### config.mk
export PLATFORM = sky130hd
export DESIGN_NAME = double_cell_arithmetic_unit_core
export DESIGN_NICKNAME = d
export VERILOG_FILES = /design/src/design/dcau_pkg.sv /design/src/design/double_cell_arithmetic_unit_core.sv /design/src/design/dcau_front.sv /design/src/design/dcau_div_cell.sv /design/src/design/dcau_out_buf.sv
export SDC_FILE = /design/constraint.sdc
export NUM_CORES = 2
export LEC_CHECK = 0
export BUFFER_PORTS_ARGS = -buffer_cell sky130_fd_sc_hd__clkbuf_2
export CORE_ASPECT_RATIO = 1.4
export CORE_MARGIN = 3
export CORE_UTILIZATION = 51
export CTS_BUF_LIST = sky130_fd_sc_hd__clkbuf_16
export DETAILED_ROUTE_END_ITERATION = 12
export PLACE_DENSITY = 0.63
export SLEW_MARGIN = 30
export SYNTH_ARGS = -nofsm -noshare
export SYNTH_HDL_FRONTEND = slang
export SYNTH_HIERARCHICAL = 1
export SYNTH_SLANG_ARGS = --single-unit
### constraint.sdc
create_clock -name clk -period 74.8 [get_ports clk]
set_clock_uncertainty 0.1 [all_clocks]
set_input_delay 11.22 -clock clk [delete_from_list [all_inputs] [get_ports clk]]
set_output_delay 11.22 -clock clk [all_outputs]
set_load 0.02 [all_outputs]
### src/design/dcau_pkg.sv
`default_nettype none
package dcau_pkg;

	localparam int unsigned CELL_BITS = 16;
	localparam int unsigned DBL_BITS  = 2 * CELL_BITS;
	localparam int unsigned DIV_STEPS = DBL_BITS;

	localparam logic [2:0] OP_UMUL    = 3'd0;
	localparam logic [2:0] OP_UDIVMOD = 3'd1;
	localparam logic [2:0] OP_DADD    = 3'd2;
	localparam logic [2:0] OP_DSUB    = 3'd3;
	localparam logic [2:0] OP_DNEG    = 3'd4;

	typedef struct packed {
		logic [2:0]           op;
		logic [CELL_BITS-1:0] x_lo;
		logic [CELL_BITS-1:0] x_hi;
		logic [CELL_BITS-1:0] y_lo;
		logic [CELL_BITS-1:0] y_hi;
	} req_t;

	typedef struct packed {
		logic [CELL_BITS-1:0] res_lo;
		logic [CELL_BITS-1:0] res_hi;
		logic                 div_zero;
	} rsp_t;

	// Work carried down the divider chain. For every beat other than a live
	// division dq already holds the finished double cell and passes through.
	typedef struct packed {
		logic                 is_div;
		logic                 div_zero;
		logic [CELL_BITS-1:0] rem;
		logic [DBL_BITS-1:0]  dq;
		logic [CELL_BITS-1:0] dvs;
	} work_t;

endpackage
`default_nettype wire

### src/design/double_cell_arithmetic_unit_core.sv
// Path: the front register loads on the accepting edge, then one cell per
// quotient bit over 32 cells, then the output register raises rsp_valid.
// Throughput: one beat per cycle unless a full skid entry stalls the chain;
// every opcode travels the same cell chain.
// Reset: arst_n clears all valid bits and the skid entry at once; payload
// registers are left uncleared.
`default_nettype none
module double_cell_arithmetic_unit_core (
	input  wire                 clk,
	input  wire                 arst_n,
	input  wire                 req_valid,
	output logic                req_ready,
	input  dcau_pkg::req_t      req,
	output logic                rsp_valid,
	input  wire                 rsp_ready,
	output dcau_pkg::rsp_t      rsp
);
	import dcau_pkg::*;

	// stage 0 is the front register, stages 1..DIV_STEPS the divider cells
	logic  stage_valid [DIV_STEPS+1];
	work_t stage_work  [DIV_STEPS+1];
	logic  room;
	logic  en;

	// Advance the whole chain unless the last cell is full and the output
	// buffer has no room; the buffer's room is a register, so ready never
	// depends combinationally on rsp_ready.
	assign en        = !stage_valid[DIV_STEPS] || room;
	assign req_ready = en;

	// Decode, multiply, add/subtract and negate; load the dividend for division.
	dcau_front u_front (
		.clk        (clk),
		.arst_n     (arst_n),
		.en         (en),
		.beat_valid (req_valid),
		.beat       (req),
		.valid_s1   (stage_valid[0]),
		.work_s1    (stage_work[0])
	);

	// One restoring-division cell per dividend bit; non-division beats
	// pass straight through and keep their place in order.
	for (genvar i = 0; i < DIV_STEPS; i++) begin : g_cell
		dcau_div_cell u_cell (
			.clk     (clk),
			.arst_n  (arst_n),
			.en      (en),
			.valid_d (stage_valid[i]),
			.work_d  (stage_work[i]),
			.valid_q (stage_valid[i+1]),
			.work_q  (stage_work[i+1])
		);
	end

	// Format the result and hold it in an output register with a skid entry.
	dcau_out_buf u_out (
		.clk       (clk),
		.arst_n    (arst_n),
		.push      (stage_valid[DIV_STEPS] && room),
		.work      (stage_work[DIV_STEPS]),
		.room      (room),
		.rsp_valid (rsp_valid),
		.rsp_ready (rsp_ready),
		.rsp       (rsp)
	);

endmodule
`default_nettype wire

### src/design/dcau_front.sv
`default_nettype none
module dcau_front (
	input  wire                 clk,
	input  wire                 arst_n,
	input  wire                 en,
	input  wire                 beat_valid,
	input  dcau_pkg::req_t      beat,
	output logic                valid_s1,
	output dcau_pkg::work_t     work_s1
);
	import dcau_pkg::*;

	logic [DBL_BITS-1:0] x_dbl;
	logic [DBL_BITS-1:0] y_dbl;
	logic [DBL_BITS-1:0] prod;
	logic                dvs_zero;
	work_t               work_d;

	assign x_dbl    = {beat.x_hi, beat.x_lo};
	assign y_dbl    = {beat.y_hi, beat.y_lo};
	assign prod     = DBL_BITS'(beat.x_lo) * DBL_BITS'(beat.y_lo);
	assign dvs_zero = (beat.y_lo == '0);

	always_comb begin
		work_d          = '0;
		work_d.dvs      = beat.y_lo;
		unique case (beat.op)
			OP_UMUL: begin
				work_d.dq = prod;
			end
			OP_UDIVMOD: begin
				// a zero divisor answers all ones and passes through the chain undivided
				work_d.is_div   = !dvs_zero;
				work_d.div_zero = dvs_zero;
				work_d.dq       = dvs_zero ? '1 : x_dbl;
			end
			OP_DADD: begin
				work_d.dq = x_dbl + y_dbl;
			end
			OP_DSUB: begin
				work_d.dq = x_dbl - y_dbl;
			end
			OP_DNEG: begin
				work_d.dq = '0 - x_dbl;
			end
			default: begin
				work_d.dq = '0;
			end
		endcase
	end

	always_ff @(posedge clk or negedge arst_n) begin
		if (!arst_n) begin
			valid_s1 <= 1'b0;
		end else if (en) begin
			valid_s1 <= beat_valid;
		end
	end

	always_ff @(posedge clk) begin
		if (en) begin
			work_s1 <= work_d;
		end
	end

endmodule
`default_nettype wire

### src/design/dcau_div_cell.sv
`default_nettype none
module dcau_div_cell (
	input  wire                 clk,
	input  wire                 arst_n,
	input  wire                 en,
	input  wire                 valid_d,
	input  dcau_pkg::work_t     work_d,
	output logic                valid_q,
	output dcau_pkg::work_t     work_q
);
	import dcau_pkg::*;

	logic [CELL_BITS:0] trial;
	logic [CELL_BITS:0] diff;
	logic               take;
	work_t              work_n;

	// one restoring step: shift the next dividend bit into the remainder
	assign trial = {work_d.rem, work_d.dq[DBL_BITS-1]};
	assign diff  = trial - {1'b0, work_d.dvs};
	assign take  = (trial >= {1'b0, work_d.dvs});

	always_comb begin
		work_n = work_d;
		if (work_d.is_div) begin
			work_n.rem = take ? diff[CELL_BITS-1:0] : trial[CELL_BITS-1:0];
			work_n.dq  = {work_d.dq[DBL_BITS-2:0], take};
		end
	end

	always_ff @(posedge clk or negedge arst_n) begin
		if (!arst_n) begin
			valid_q <= 1'b0;
		end else if (en) begin
			valid_q <= valid_d;
		end
	end

	always_ff @(posedge clk) begin
		if (en) begin
			work_q <= work_n;
		end
	end

endmodule
`default_nettype wire

### src/design/dcau_out_buf.sv
`default_nettype none
module dcau_out_buf (
	input  wire                 clk,
	input  wire                 arst_n,
	input  wire                 push,
	input  dcau_pkg::work_t     work,
	output logic                room,
	output logic                rsp_valid,
	input  wire                 rsp_ready,
	output dcau_pkg::rsp_t      rsp
);
	import dcau_pkg::*;

	rsp_t rsp_d;
	rsp_t skid_q;
	logic skid_valid_q;

	always_comb begin
		rsp_d.div_zero = work.div_zero;
		rsp_d.res_lo   = work.dq[CELL_BITS-1:0];
		rsp_d.res_hi   = work.is_div ? work.rem : work.dq[DBL_BITS-1:CELL_BITS];
	end

	assign room = !skid_valid_q;

	always_ff @(posedge clk or negedge arst_n) begin
		if (!arst_n) begin
			rsp_valid    <= 1'b0;
			skid_valid_q <= 1'b0;
		end else if (!rsp_valid || rsp_ready) begin
			if (skid_valid_q) begin
				rsp_valid    <= 1'b1;
				skid_valid_q <= 1'b0;
			end else begin
				rsp_valid <= push;
			end
		end else if (push) begin
			skid_valid_q <= 1'b1;
		end
	end

	always_ff @(posedge clk) begin
		if (!rsp_valid || rsp_ready) begin
			rsp <= skid_valid_q ? skid_q : rsp_d;
		end else if (push) begin
			skid_q <= rsp_d;
		end
	end

endmodule
`default_nettype wire
==> results.txt <==
Core Area: 0.255 mm²
clock sinks: 2247
die area: 0.264 mm²
CTS max path bufs: 4
total of max-cap violations: 0
DRC violations left: 0
final RePlAce weighted congestion: 0.913
Top delay family on crit path: adder cells
initial antenna violation count: 5
WHS Path Cells: 0
RSZ-0062 raised after global routing: no
global-route wire length before repair: 524000 µm
Syn Area/Cell: 11.9 µm²
hold crit path type: flip-flop to flip-flop
worst path buffer plus inverter count: 5
hold buffers post-CTS: 0
CP max stage cell: fa_1
Setup-failing EPs final: 0
worst path cell trace: clkbuf_2 -> and2_1 -> fa_1 -> inv_1 -> fa_1 -> fa_1 -> inv_1 -> fa_1 -> fa_1 -> inv_1 -> fa_1 -> inv_1 -> ha_1 -> nand4_1 -> a211oi_1 -> a21oi_1 -> nor4_1 -> a211oi_1 -> or3b_1 -> a311o_1 -> nor4_1 -> a2111o_1
Placed Instance Area: 0.134 mm²
status: finished, final reports clean
Top Ports: 106
drt wl/cell: 23.5 µm
vias in the first global route: 87700
vias per cell: 5.87
cell count after synthesis: 11000
kind of end point of the critical path: flip-flop
input/output buffers: 105
Req. time, crit path: 75.40 ns
# fillers: 21500
fmax: 57.0 MHz
DR iter-0 viols: 5401
DRT Pass-1 Iters: 7
Site Rows: 219
share of post-route cells with drive strength above 1: 0.166
insertion delay to the later sink of the worst-skew pair: 0.89 ns
Yosys warnings: 6
Setup Fix Bufs, Post-CTS: 0
Slew Viols, Final: 0
post-CTS sizing: 0
commonest non-fill, non-tap cells in the layout: edfxtp_1, mux2_2, inv_1
most common cell after layout, fill and taps aside: edfxtp_1
critical path startpoint category: input pin
Setup CP Type: input pin to flip-flop
Setup TNS Final: 0 ns
Die Ht: 607 µm
routed vias: 85500
Layout Area Growth over Synthesis: 7.91%
reg2reg end: g_cell[1].u_cell/work_q[5]$_DFFE_PP_
R2R cell count: 9
Layout Nets: 11900
Tot GR Track Use: 0.256
total grt overflow: 0
TritonCTS Buffers: 227
Rel. slew slack: 0.237
Final period util: 0.234
Worst-path clk slew: 0.06 ns
Most common cell on crit path: fa_1
largest net degree at the start of global routing: 175
worst r2r src: u_out/skid_valid_q$_DFFE_PN0P_
slew at the pin closest to its max-slew limit: 1.14 ns
Hold Path End: g_cell[29].u_cell/work_q[64]$_DFFE_PP_
R2R setup slack: 68.20 ns
Netlist Area Pre-Place: 0.131 mm²
Starting Density: 0.515
CP arrival: 18.13 ns
root cell of the clock tree: clkbuf_16
Period minus WS final: 17.53 ns
WL final: 343000 µm
post-route antenna net violation count: 0
Largest stage delay, worst path: 0.53 ns
Final Instance Area: 0.142 mm²
Final Hold Fails: 0
Hold Crit Start: g_cell[28].u_cell/work_q[64]$_DFFE_PP_
Critical Path Fanout Max: 23
Detail Placement HPWL: 257000 µm
CTS H-tree lvls: 4
DIE WIDTH: 435 µm
CTS tree: built
## worst register-to-register path, cell delays in order (launching register included)
cell and delay, ns:
dfrtp_2 0.60, inv_2 0.46, nand2b_4 0.58, buf_4 0.82, buf_4 0.64, buf_4 0.48, buf_16 0.29, buf_4 0.77
buf_4 0.77, buf_6 0.69
## stage by stage
| stage | setup WS [ns] | utilization | instances | hold WS, ns |
|---|---|---|---|---|
| after CTS | 57.39 | 0.555 | 14600 | 0.286 |
| after global placement | 56.59 | 0.526 | 14200 | 0.301 |
| final | 57.27 | 0.556 | 14600 | 0.280 |
| after global routing | 57.06 | 0.556 | 14600 | 0.291 |
| after floorplan | 10.05 | - | 11000 | 0.300 |
| after detailed placement | 56.49 | 0.526 | 14200 | 0.305 |
## routing by layer
layer | GRT usage | routed length [µm]
met4 | 0.148 | 23100
met5 | 0 | 21
met2 | 0.490 | 185000
met1 | 0.272 | 124000
met3 | 0.0253 | 10500
## registers in the layout, summed over array words and instances (netlist names)
| register | count |
|---|---|
| u_out/skid_valid_q | 1 |
| u_front/work_s1 | 50 |
| u_out/skid_q | 33 |
| u_out/rsp | 33 |
| g_cell.u_cell/work_q | 2096 |
| u_front/valid_s1 | 1 |
| u_out/rsp_valid | 1 |
| g_cell.u_cell/valid_q | 32 |
## worst max-delay path by stage
stage / startpoint / end / cells after the start
after CTS: req[55] / u_front/work_s1[46]$_DFFE_PP_ / 22
after global placement: req[57] / u_front/work_s1[44]$_DFFE_PP_ / 22
final: req[57] / u_front/work_s1[46]$_DFFE_PP_ / 22
after detailed placement: req[55] / u_front/work_s1[44]$_DFFE_PP_ / 22
after global routing: req[55] / u_front/work_s1[46]$_DFFE_PP_ / 22
after floorplan: u_out/skid_valid_q$_DFFE_PN0P_ / req_ready / 4
## layout make-up
class	count	area (µm²)	share of cell area
sequential	2247	67300	0.474
multi-input combinational	7362	58100	0.410
clock buffer	230	5760	0.0406
tap	3425	4290	0.0302
inverter	935	3510	0.0247
clock inverter	184	1620	0.0114
timing repair buffer	185	1250	0.00881
antenna	8	20.0	0.000141
Power is not shown: default switching activity piles up to over one toggle a cycle in this logic, so the estimate is an artifact.
